File: src/rtl/mcdr_pkg.sv
// Shared constants and types for the multi-channel debounce router.
package mcdr_pkg;

  localparam int unsigned ChannelsDef = 7;
  localparam int unsigned PinW        = 7;
  localparam int unsigned DelayW      = 5;
  localparam int unsigned CodeW       = 4;
  localparam int unsigned CfgDataW    = 7;
  localparam int unsigned TDataInW    = 8;
  localparam int unsigned TDataOutW   = 8;

  localparam logic [DelayW-1:0] DelayReset = 5'd25;
  localparam logic [PinW-1:0]   MaskReset  = 7'd0;

  // Register indexes on the configuration channel
  typedef logic [0:0] cfg_idx_t;
  localparam cfg_idx_t RegDebounceDelay = 1'b0;
  localparam cfg_idx_t RegPressedMask   = 1'b1;

  // Channel roles
  localparam logic [2:0] ChActivate   = 3'd2;
  localparam logic [2:0] ChMenuIter   = 3'd3;
  localparam logic [2:0] ChMenuAccept = 3'd4;
  localparam logic [2:0] ChDeactivate = 3'd6;

  // Event codes beyond press and release
  localparam logic [CodeW-1:0] CodeWakeUp = 4'd14;
  localparam logic [CodeW-1:0] CodeSleep  = 4'd15;

  // Sinks
  localparam logic DestSystem = 1'b0;
  localparam logic DestSetUp  = 1'b1;

  typedef struct packed {
    logic             dest;
    logic [CodeW-1:0] code;
  } event_t;

endpackage

File: src/rtl/multi_channel_debounce_router.sv
// Multi-channel debouncer with routed press and release events.
//
//  channel  | direction | handshake            | payload
//  ---------+-----------+----------------------+-----------------------------------
//  s_axis   | in        | tvalid / tready      | tdata: pin_levels
//  m_axis   | out       | tvalid / tready      | tdata: event_code, tuser: dest, tlast
//  cfg      | in        | cfg_valid / cfg_ready| cfg_index, cfg_data
//
//  A tick runs through the input take, a visit of each channel, a second-event step
//  for each channel with a second event, and a flush; the shared channel update unit
//  visits one channel per cycle but stalls on m_axis only when an event
//  waits behind a full output register. Reset returns every channel to up with a
//  zero countdown and restores the register defaults; no clearing pass follows.
module multi_channel_debounce_router #(
  parameter int unsigned CHANNELS = mcdr_pkg::ChannelsDef
) (
  input  logic                            clk_i,
  input  logic                            rst_ni,
  input  logic                            s_axis_tvalid_i,
  output logic                            s_axis_tready_o,
  input  logic [mcdr_pkg::TDataInW-1:0]   s_axis_tdata_i,  // [6:0] pin_levels
  output logic                            m_axis_tvalid_o,
  input  logic                            m_axis_tready_i,
  output logic [mcdr_pkg::TDataOutW-1:0]  m_axis_tdata_o,  // [3:0] event_code
  output logic                            m_axis_tuser_o,  // [0] destination
  output logic                            m_axis_tlast_o,
  input  logic                            cfg_valid_i,
  output logic                            cfg_ready_o,
  input  mcdr_pkg::cfg_idx_t              cfg_index_i,
  input  logic [mcdr_pkg::CfgDataW-1:0]   cfg_data_i
);

  localparam int unsigned ChW = (CHANNELS > 1) ? $clog2(CHANNELS) : 1;
  localparam logic [ChW-1:0] ChLast = ChW'(CHANNELS - 1);

  typedef enum logic [1:0] {
    CH_UP      = 2'd0,
    CH_FALLING = 2'd1,
    CH_DOWN    = 2'd2,
    CH_RISING  = 2'd3
  } chst_e;

  typedef enum logic [1:0] {
    S_IDLE,
    S_VISIT,
    S_SECOND,
    S_FLUSH
  } seq_e;

  seq_e                            seq_q;
  logic [ChW-1:0]                  ch_q;
  logic [mcdr_pkg::PinW-1:0]       levels_q;
  logic [mcdr_pkg::DelayW-1:0]     delay_q;
  logic [mcdr_pkg::PinW-1:0]       mask_q;
  chst_e                           chst_q [CHANNELS];
  logic [mcdr_pkg::DelayW-1:0]     cnt_q  [CHANNELS];

  logic                            pend_valid_q;
  mcdr_pkg::event_t                pend_q;
  logic                            out_valid_q;
  mcdr_pkg::event_t                out_q;
  logic                            out_last_q;

  // Shared channel update unit
  logic                            pressed;
  chst_e                           st_cur, st_d;
  logic [mcdr_pkg::DelayW-1:0]     cnt_cur, cnt_d;
  logic                            cnt_zero;
  logic [2:0]                      ch_id;
  logic                            is_menu;
  logic                            ev1_valid, ev2_need;
  mcdr_pkg::event_t                ev1, ev2;
  logic                            out_free, stall, ch_is_last;
  logic                            out_load, out_last_d;

  assign ch_id    = 3'(ch_q);
  assign pressed  = (levels_q[ch_q] == mask_q[ch_q]);
  assign st_cur   = chst_q[ch_q];
  assign cnt_cur  = cnt_q[ch_q];
  assign cnt_zero = (cnt_cur == '0);
  assign is_menu  = (ch_id == mcdr_pkg::ChMenuIter) || (ch_id == mcdr_pkg::ChMenuAccept);

  always_comb begin
    st_d      = st_cur;
    cnt_d     = cnt_cur;
    ev1_valid = 1'b0;
    ev2_need  = 1'b0;
    ev1.dest  = is_menu ? mcdr_pkg::DestSetUp : mcdr_pkg::DestSystem;
    ev1.code  = {ch_id, 1'b0};
    ev2.dest  = mcdr_pkg::DestSetUp;
    ev2.code  = (ch_id == mcdr_pkg::ChDeactivate) ? mcdr_pkg::CodeWakeUp
                                                  : mcdr_pkg::CodeSleep;
    unique case (st_cur)
      CH_UP: begin
        if (pressed) begin
          st_d  = CH_FALLING;
          cnt_d = delay_q;
        end
      end
      CH_FALLING: begin
        if (!cnt_zero) begin
          cnt_d = cnt_cur - 1'b1;
        end else if (!pressed) begin
          st_d = CH_UP;
        end else begin
          st_d      = CH_DOWN;
          ev1_valid = 1'b1;
          ev1.code  = {ch_id, 1'b1};
          ev2_need  = (ch_id == mcdr_pkg::ChActivate) || (ch_id == mcdr_pkg::ChDeactivate);
        end
      end
      CH_DOWN: begin
        if (!pressed) begin
          st_d  = CH_RISING;
          cnt_d = delay_q;
        end
      end
      CH_RISING: begin
        if (!cnt_zero) begin
          cnt_d = cnt_cur - 1'b1;
        end else if (!pressed) begin
          st_d      = CH_UP;
          ev1_valid = 1'b1;
        end else begin
          st_d = CH_DOWN;
        end
      end
      default: st_d = CH_UP;
    endcase
  end

  assign out_free   = !out_valid_q || m_axis_tready_i;
  assign stall      = ev1_valid && pend_valid_q && !out_free;
  assign ch_is_last = (ch_q == ChLast);

  // The output register is only ever loaded from the pending slot
  always_comb begin
    unique case (seq_q)
      S_IDLE:   out_load = 1'b0;
      S_VISIT:  out_load = !stall && ev1_valid && pend_valid_q;
      S_SECOND: out_load = out_free;
      S_FLUSH:  out_load = pend_valid_q && out_free;
    endcase
  end

  assign out_last_d = (seq_q == S_FLUSH);

  always_ff @(posedge clk_i or negedge rst_ni) begin
    if (!rst_ni) begin
      seq_q        <= S_IDLE;
      ch_q         <= '0;
      levels_q     <= '0;
      delay_q      <= mcdr_pkg::DelayReset;
      mask_q       <= mcdr_pkg::MaskReset;
      pend_valid_q <= 1'b0;
      pend_q       <= '0;
      out_valid_q  <= 1'b0;
      out_q        <= '0;
      out_last_q   <= 1'b0;
      for (int i = 0; i < CHANNELS; i++) begin
        chst_q[i] <= CH_UP;
        cnt_q[i]  <= '0;
      end
    end else begin
      if (cfg_valid_i) begin
        unique case (cfg_index_i)
          mcdr_pkg::RegDebounceDelay: delay_q <= cfg_data_i[mcdr_pkg::DelayW-1:0];
          mcdr_pkg::RegPressedMask:   mask_q  <= cfg_data_i[mcdr_pkg::PinW-1:0];
          default: ;
        endcase
      end

      // load the pending event, else drop the output once taken
      if (out_load) begin
        out_valid_q <= 1'b1;
        out_q       <= pend_q;
        out_last_q  <= out_last_d;
      end else if (m_axis_tready_i) begin
        out_valid_q <= 1'b0;
      end

      unique case (seq_q)
        S_IDLE: begin
          if (s_axis_tvalid_i) begin
            levels_q <= s_axis_tdata_i[mcdr_pkg::PinW-1:0];
            ch_q     <= '0;
            seq_q    <= S_VISIT;
          end
        end
        S_VISIT: begin
          if (!stall) begin
            chst_q[ch_q] <= st_d;
            cnt_q[ch_q]  <= cnt_d;
            if (ev1_valid) begin
              pend_valid_q <= 1'b1;
              pend_q       <= ev1;
            end
            if (ev2_need) begin
              seq_q <= S_SECOND;
            end else if (ch_is_last) begin
              seq_q <= S_FLUSH;
            end else begin
              ch_q <= ch_q + 1'b1;
            end
          end
        end
        S_SECOND: begin
          // the press of this channel sits in the pending slot; push it on
          if (out_free) begin
            pend_q <= ev2;
            if (ch_is_last) begin
              seq_q <= S_FLUSH;
            end else begin
              ch_q  <= ch_q + 1'b1;
              seq_q <= S_VISIT;
            end
          end
        end
        S_FLUSH: begin
          if (!pend_valid_q) begin
            seq_q <= S_IDLE;
          end else if (out_free) begin
            pend_valid_q <= 1'b0;
            seq_q        <= S_IDLE;
          end
        end
        default: seq_q <= S_IDLE;
      endcase
    end
  end

  assign s_axis_tready_o = (seq_q == S_IDLE);
  assign cfg_ready_o     = 1'b1;
  assign m_axis_tvalid_o = out_valid_q;
  assign m_axis_tdata_o  = mcdr_pkg::TDataOutW'(out_q.code);
  assign m_axis_tuser_o  = out_q.dest;
  assign m_axis_tlast_o  = out_last_q;

endmodule

File: config.mk
export PLATFORM = sky130hd
export DESIGN_NAME = multi_channel_debounce_router
export DESIGN_NICKNAME = d
export VERILOG_FILES = /design/src/rtl/mcdr_pkg.sv /design/src/rtl/multi_channel_debounce_router.sv
export SDC_FILE = /design/constraint.sdc
export NUM_CORES = 1
export LEC_CHECK = 0
export ABC_AREA = 0
export BUFFER_PORTS_ARGS = -buffer_cell sky130_fd_sc_hd__buf_2
export CORE_ASPECT_RATIO = 0.8
export CORE_MARGIN = 2
export CORE_UTILIZATION = 52
export DETAILED_ROUTE_END_ITERATION = 6
export GPL_TIMING_DRIVEN = 0
export PLACE_DENSITY = 0.7
export SLEW_MARGIN = 0
export SYNTH_ARGS = -nofsm -noshare
export SYNTH_HDL_FRONTEND = slang
export SYNTH_SLANG_ARGS = --single-unit
File: constraint.sdc
create_clock -name clk_i -period 10.8 [get_ports clk_i]
set_input_delay 0.54 -clock clk_i [delete_from_list [all_inputs] [get_ports clk_i]]
set_output_delay 0.54 -clock clk_i [all_outputs]
set_load 0.005 [all_outputs]
==> results of run 1 <==
[how the worst min path moves through the flow]
stage | to | slack (ns) | depth (start not counted)
2_1_floorplan | ch_id[0] | 0.24 | 0
3_3_place_gp | cnt_q[19] | 0.48 | 1
3_5_place_dp | mask_q[6] | 0.41 | 1
4_1_cts | levels_q[2] | 0.37 | 2
5_1_grt | levels_q[2] | 0.39 | 2
6_report | levels_q[2] | 0.39 | 2
[worst max-delay path, stage by stage (launching register included)]
cell       delay, ns
dfrtp_1         0.46
buf_2           0.31
buf_2           0.32
nor2b_1         0.13
a22o_1          0.27
a221oi_2        0.48
ha_1            0.28
inv_1           0.06
a211oi_2        0.27
and3_1          0.23
buf_6           0.15
buf_6           0.17
nand3_1         0.15
a2111oi_0       0.46
o32a_1          0.22
[cells in the final DEF (no fill, tap or decap), types with 3 or more instances in the layout]
master      n
a21o_1      4
a21oi_1    23
a22o_1      3
a22oi_1     3
a31oi_2     4
a31oi_4     5
and3_1      3
buf_2      32
buf_4       8
buf_6       4
clkbuf_1    8
clkbuf_8   10
conb_1      5
dfrtp_1    83
dfstp_2     3
ha_1        8
inv_1      22
mux2_2     54
mux2i_1    28
nand2_1    15
nand2b_1    3
nand3_1    13
nor2_1     31
nor2b_1     9
nor3_1      4
o21ai_0     5
o22ai_1    13
o2bb2ai_1   4
[logic make-up after synthesis]
kind of cell	Yosys count	synth area share, %
xor+xnor	5	1.58
mux	85	20.3
simple gates	86	8.72
other cells	2	0.161
flops	86	46.1
fa+ha+maj	8	2.14
compound gates	89	15.8
buf+inv	47	5.16
[layout make-up]
class / instances / area (um2) / share of cell area [%]
Multi-Input combinational cell: 278 / 2290 / 44.1
Clock inverter: 4 / 47.5 / 0.915
Tap cell: 112 / 140 / 2.70
Buffer: 25 / 159 / 3.06
Sequential cell: 86 / 2160 / 41.5
Timing Repair Buffer: 29 / 175 / 3.37
Inverter: 22 / 82.6 / 1.59
Clock buffer: 12 / 145 / 2.79
[registers in the layout, summed over array words and instances (netlist names), 2 cells and up]
| signal | flops |
|---|---|
| delay_q | 5 |
| mask_q | 7 |
| m_axis_tdata_o | 4 |
| seq_q | 2 |
| pend_q | 5 |
| levels_q | 7 |
| ch_id | 3 |
| chst_q | 14 |
| cnt_q | 35 |
[per-stage QoR]
| step | hold slack (ns) | worst slack (ns) | total power, uW |
|---|---|---|---|
| 6_report | 0.392 | 6.78 | 1840 |
| 2_1_floorplan | 0.244 | 7.40 | 1340 |
| 3_3_place_gp | 0.483 | 6.93 | 1570 |
| 5_1_grt | 0.388 | 6.31 | 1980 |
| 4_1_cts | 0.374 | 6.82 | 1840 |
| 3_5_place_dp | 0.414 | 6.85 | 1610 |
[power by group through the flow]
| stage | combinational, uW | sequential (uW) | clock (uW) |
|---|---|---|---|
| after floorplan | 832 | 504 | 0 |
| after global placement | 1050 | 514 | 0 |
| after detailed placement | 1090 | 523 | 0 |
| after CTS | 1090 | 517 | 231 |
| after global routing | 1200 | 531 | 243 |
| final | 1100 | 516 | 225 |
[per-layer routing]
| layer | up-vias | GRT usage [%] | wire length (um) |
|---|---|---|---|
| met5 | - | 0 | 0 |
| met4 | 0 | 8.98 | 172 |
| li1 | 1551 | - | - |
| met1 | 1682 | 33.9 | 4940 |
| met2 | 124 | 37.3 | 4810 |
| met3 | 13 | 5.38 | 758 |
[timing repair]
action | CTS | global route
hold buffers | 1 | 0
endpoints found under the hold margin | 4 | 0
gates resized for setup | 0 | 0
==> run summary, run 1 <==
Final ANT Viol Nets = 0
switching share of power = 45.8%
Antenna Diode Count = 0
Rows = 30
Crit path required time = 11.12 ns
post-CTS setup buffer count = 0
Ys Warns = 0
detailed-route wire length per cell = 18.8 um
initial antenna violation count = 0
Slew Limit Headroom = 36.4%
Crit Reg-Reg Endpoint = seq_q[1]
GPL Wtd Cong = 0.893
#FFs+latches synth = 86
horizontal die dimension = 110 um
gr usage total = 24.3%
DP HPWL = 7.66 mm
Hold Vio Cnt, Final = 0
total wire length = 10.7 mm
largest net degree at the start of global routing = 74
clock transition at the registers of the reported paths = 0.08 ns
clk root buf = clkbuf_8
Critical path origin = ch_id[2]
Die ar. = 9770 um2
Netlist cell types = 61
Sink Count = 86
TritonRoute pass-1 iters = 4
Skew-Pair Late Insertion Delay = 0.37 ns
Avg Inst Size Synth = 11.5 um2
worst-margin pin slew = 0.944 ns
final slew viol count = 0
Synth top area share = 44.4%
fin crit period = 4.02 ns
Final Core Density = 60.4%
via count = 3370
R2R depth = 14
Critical Path End = seq_q[1]
PD cells = 354 nW/um2
layout net count = 480
Final Non-Filler Cells = 568
worst-path fanout max = 10
io pins = 34
I/O Buffers = 27
R2R Path Start = ch_id[2]
Final Instance Area = 5190 um2
clk_skew = 0.00934 ns
htree depth = 3
Final Cycle Share = 37.3%
Max Cap Viol = 0
power share of the clock group = 12.2%
layout cells sized above 1 = 30.9%
Mapped Area = 4680 um2
Net Switching = 844 uW
Area Growth Syn to Fin = 11.1%
EDFF count, synth = 0
Leak = 0.00228 uW
Residual DRC = 0
register area share after synthesis = 46.1%
count leader, synth = dfrtp_1
combinational power share = 59.8%
Synth top cells by count = 83 x dfrtp_1, 54 x mux2_2, 31 x nor2_1
TritonCTS clock tree = built
R2R Setup Slk = 6.78 ns
Initial DRC Count = 203
RSZ-0062 raised after global routing = false
fill count = 706
Synth async-reset ratio = 100%
Fmax = 249 MHz
outcome = complete, no violations
peak supply drop = 0.196 mV
Worst Setup End Kind = flop
placed cell areas = 4990 um2
core box area = 8600 um2
most area-hungry cell type in the Yosys netlist = dfrtp_1
starting density of the core = 54.4%
vias in the first global route = 3303
count of final setup violators = 0
placed cell count = 551
worst hold path type = primary input to flop
synthesized instance count = 408
CTS Buf Count = 9
first-pass GRT wire length = 17.3 mm
main flop type after synthesis = dfrtp_1
Worst Hold Launch = s_axis_tdata_i[2]
type of origin of the critical path = flop
Crit path arrival time = 4.34 ns
Synth area leaders = dfrtp_1 44%, mux2_2 13%, mux2i_1 6.0%, nor2_1 2.5%, a21oi_1 2.5%
maximum clock path buffer count = 2
routed vias/inst = 5.93
internal power = 998 uW
Reg power frac = 28.0%
Die H = 88.8 um
crit path kind = flop to flop
grt total ovfl = 0
Setup TNS = 0 ns
Power figures use the tool's default switching activity.
==> inputs of run 2 (changes only) <==
--- a/config.mk
+++ b/config.mk
@@ -5,14 +5,14 @@
 export SDC_FILE = /design/constraint.sdc
 export NUM_CORES = 1
 export LEC_CHECK = 0
-export ABC_AREA = 0
+export ABC_AREA = 1
 export BUFFER_PORTS_ARGS = -buffer_cell sky130_fd_sc_hd__buf_2
 export CORE_ASPECT_RATIO = 0.8
 export CORE_MARGIN = 2
 export CORE_UTILIZATION = 52
 export DETAILED_ROUTE_END_ITERATION = 6
 export GPL_TIMING_DRIVEN = 0
-export PLACE_DENSITY = 0.7
+export PLACE_DENSITY = 0.73
 export SLEW_MARGIN = 0
 export SYNTH_ARGS = -nofsm -noshare
 export SYNTH_HDL_FRONTEND = slang
==> constraint.sdc (replaced) <==
create_clock -name clk_i -period 3.52 [get_ports clk_i]
set_input_delay 0.176 -clock clk_i [delete_from_list [all_inputs] [get_ports clk_i]]
set_output_delay 0.176 -clock clk_i [all_outputs]
set_load 0.005 [all_outputs]
==> run summary, run 2 <==
outcome = complete, no violations
core box area = 8960 um2
#FFs+latches synth = 86
TritonRoute pass-1 iters = 5
Rows = 31
Residual DRC = 0
worst-margin pin slew = 0.717 ns
Synth area leaders = dfrtp_1 44%, nand2_1 22%, inv_1 4.4%, nand3_1 4.1%, o21ai_1 2.3%
io pins = 34
CTS Buf Count = 9
switching share of power = 48.1%
peak supply drop = 0.519 mV
Crit path arrival time = 3.35 ns
fin crit period = 3.15 ns
count of final setup violators = 0
Final Cycle Share = 89.4%
grt total ovfl = 0
Largest register FFs = 35
Setup TNS = 0 ns
PD cells = 979 nW/um2
worst hold path type = primary input to flop
most area-hungry cell type in the Yosys netlist = dfrtp_1
synthesized instance count = 644
gr usage total = 25.3%
register area share after synthesis = 45.4%
Top reg by flops = cnt_q
Netlist cell types = 37
Die H = 89.4 um
total wire length = 11.8 mm
Final ANT Viol Nets = 0
starting density of the core = 53.0%
Initial DRC Count = 430
vias in the first global route = 3982
Max Cap Viol = 0
main flop type after synthesis = dfrtp_1
Die ar. = 9910 um2
Net Switching = 2540 uW
final slew viol count = 0
Slew Limit Headroom = 52.0%
detailed-route wire length per cell = 14.6 um
EDFF count, synth = 0
initial antenna violation count = 0
final hold slack = 0.0664 ns
power share of the clock group = 19.2%
commonest cells after routing, fill and taps aside = 280 x nand2_1, 83 x dfrtp_1, 56 x inv_1, 39 x nand3_1, 33 x buf_2
count leader, synth = nand2_1
Area Growth Syn to Fin = 13.7%
clk root buf = clkbuf_16
worst-path fanout max = 10
internal power = 2740 uW
R2R Setup Slk = 0.37 ns
Mapped Area = 4750 um2
Synth top area share = 43.8%
clk_skew = 0.00709 ns
RSZ-0062 raised after global routing = false
maximum clock path buffer count = 2
clock transition at the registers of the reported paths = 0.06 ns
biggest regs = cnt_q (35), chst_q (14)
Antenna Diode Count = 0
Sink Count = 86
Worst Setup End Kind = flop
layout net count = 716
Ys Warns = 0
Fmax = 318 MHz
largest net degree at the start of global routing = 56
Crit path required time = 3.72 ns
DP HPWL = 8.60 mm
most common cell after layout, fill and taps aside = nand2_1
Leak = 0.00296 uW
crit path kind = flop to flop
type of origin of the critical path = flop
TritonCTS clock tree = built
Synth top cells by count = 280 x nand2_1, 83 x dfrtp_1, 56 x inv_1
htree depth = 3
Avg Inst Size Synth = 7.37 um2
layout cells sized above 1 = 15.5%
I/O Buffers = 27
horizontal die dimension = 111 um
Reg power frac = 29.0%
Hold Vio Cnt, Final = 0
GPL Wtd Cong = 0.889
Synth async-reset ratio = 100%
routed vias/inst = 5.32
via count = 4295
combinational power share = 51.9%
Skew-Pair Late Insertion Delay = 0.34 ns
first-pass GRT wire length = 19.6 mm
==> run 2: cell types whose count changed in the layout (fill, tap and decap cells not counted), moves of 13 or more <==
cell / before / now
nand2_1: 15 / 280
mux2_2: 54 / 2
inv_1: 22 / 56
mux2i_1: 28 / 0
nand3_1: 13 / 39
o21ai_1: 1 / 22
inv_2: 0 / 15
o21ai_0: 5 / 19
o22ai_1: 13 / 0
==> run 2: metrics by stage <==
step | cells | area (um2) | util, % | power, uW | setup slack (ns)
after floorplan | 647 | 4760 | - | 3450 | 0.973
after global placement | 789 | 5040 | 56.2 | 4100 | 0.489
after detailed placement | 790 | 5070 | 56.5 | 4220 | 0.393
after CTS | 807 | 5390 | 60.2 | 5240 | 0.339
after global routing | 807 | 5400 | 60.2 | 5710 | 0.0167
final | 807 | 5400 | 60.2 | 5280 | 0.374
==> run 2: worst max-delay path: stages (launching register included) <==
cell and delay, ns:
dfrtp_1 0.54, inv_2 0.18, nand2_1 0.15, nor2_2 0.09, nand2_1 0.07, o211ai_1 0.15, nor3_4 0.30, ha_1 0.22
inv_1 0.06, nor2_2 0.17, nand3_2 0.14, nor2_8 0.19, inv_2 0.07, nor2_4 0.12, nand2_4 0.12, nand3_1 0.15
buf_4 0.19, o21ai_1 0.08
==> run 2: power groups by stage <==
| stage | sequential, uW | combinational (uW) | clock (uW) |
|---|---|---|---|
| after floorplan | 1490 | 1960 | 0 |
| after detailed placement | 1540 | 2680 | 0 |
| final | 1530 | 2740 | 1010 |
| after global routing | 1570 | 3080 | 1060 |
| after CTS | 1530 | 2690 | 1020 |
| after global placement | 1530 | 2570 | 0 |
==> run 2: final cells by class <==
type / count / area [um2]
Fill cell: 845 / 3560
Multi-Input combinational cell: 466 / 2190
Sequential cell: 86 / 2160
Inverter: 72 / 270
Clock buffer: 10 / 229
Timing Repair Buffer: 29 / 175
Buffer: 23 / 148
Tap cell: 115 / 144
Clock inverter: 6 / 86.3
==> run 2: final timing paths <==
check / start / end / cells past startpoint
max: ch_id[1] / cnt_q[14] / 17
min: cfg_data_i[6] / mask_q[6] / 2
max reg2reg: ch_id[1] / cnt_q[14] / 17
min reg2reg: m_axis_tlast_o / m_axis_tlast_o / 2
max in group asynchronous: rst_ni / levels_q[5] / 3
min in group asynchronous: rst_ni / cnt_q[32] / 2
==> run 2: kinds of logic (layout without fill, tap and decap cells) <==
kind of cell	Yosys count	count (layout)	synth area share (%)
and+or+nand+nor	378	378	34.2
muxes	2	2	0.475
AOI/OAI and AO/OA	72	72	8.67
adders and majority gates	8	8	2.11
xor gates and xnor gates	1	1	0.185
buffers and inverters	95	140	8.81
DFF	86	86	45.4
other	2	5	0.158
==> run 2: what timing repair did <==
action                                 CTS  global route
hold buffers                             1             0
buffers inserted                         0             0
endpoints found under the hold margin   28             0
resized for setup                        0             1
setup endpoints to repair                0            14
==> run 2: per-layer routing <==
layer / vias to the layer above / wire (um) / GRT usage (%)
met3: 27 / 929 / 5.49
met5: - / 0 / 0
met2: 166 / 5140 / 40.0
li1: 2102 / - / -
met4: 0 / 241 / 7.16
met1: 2000 / 5510 / 35.7
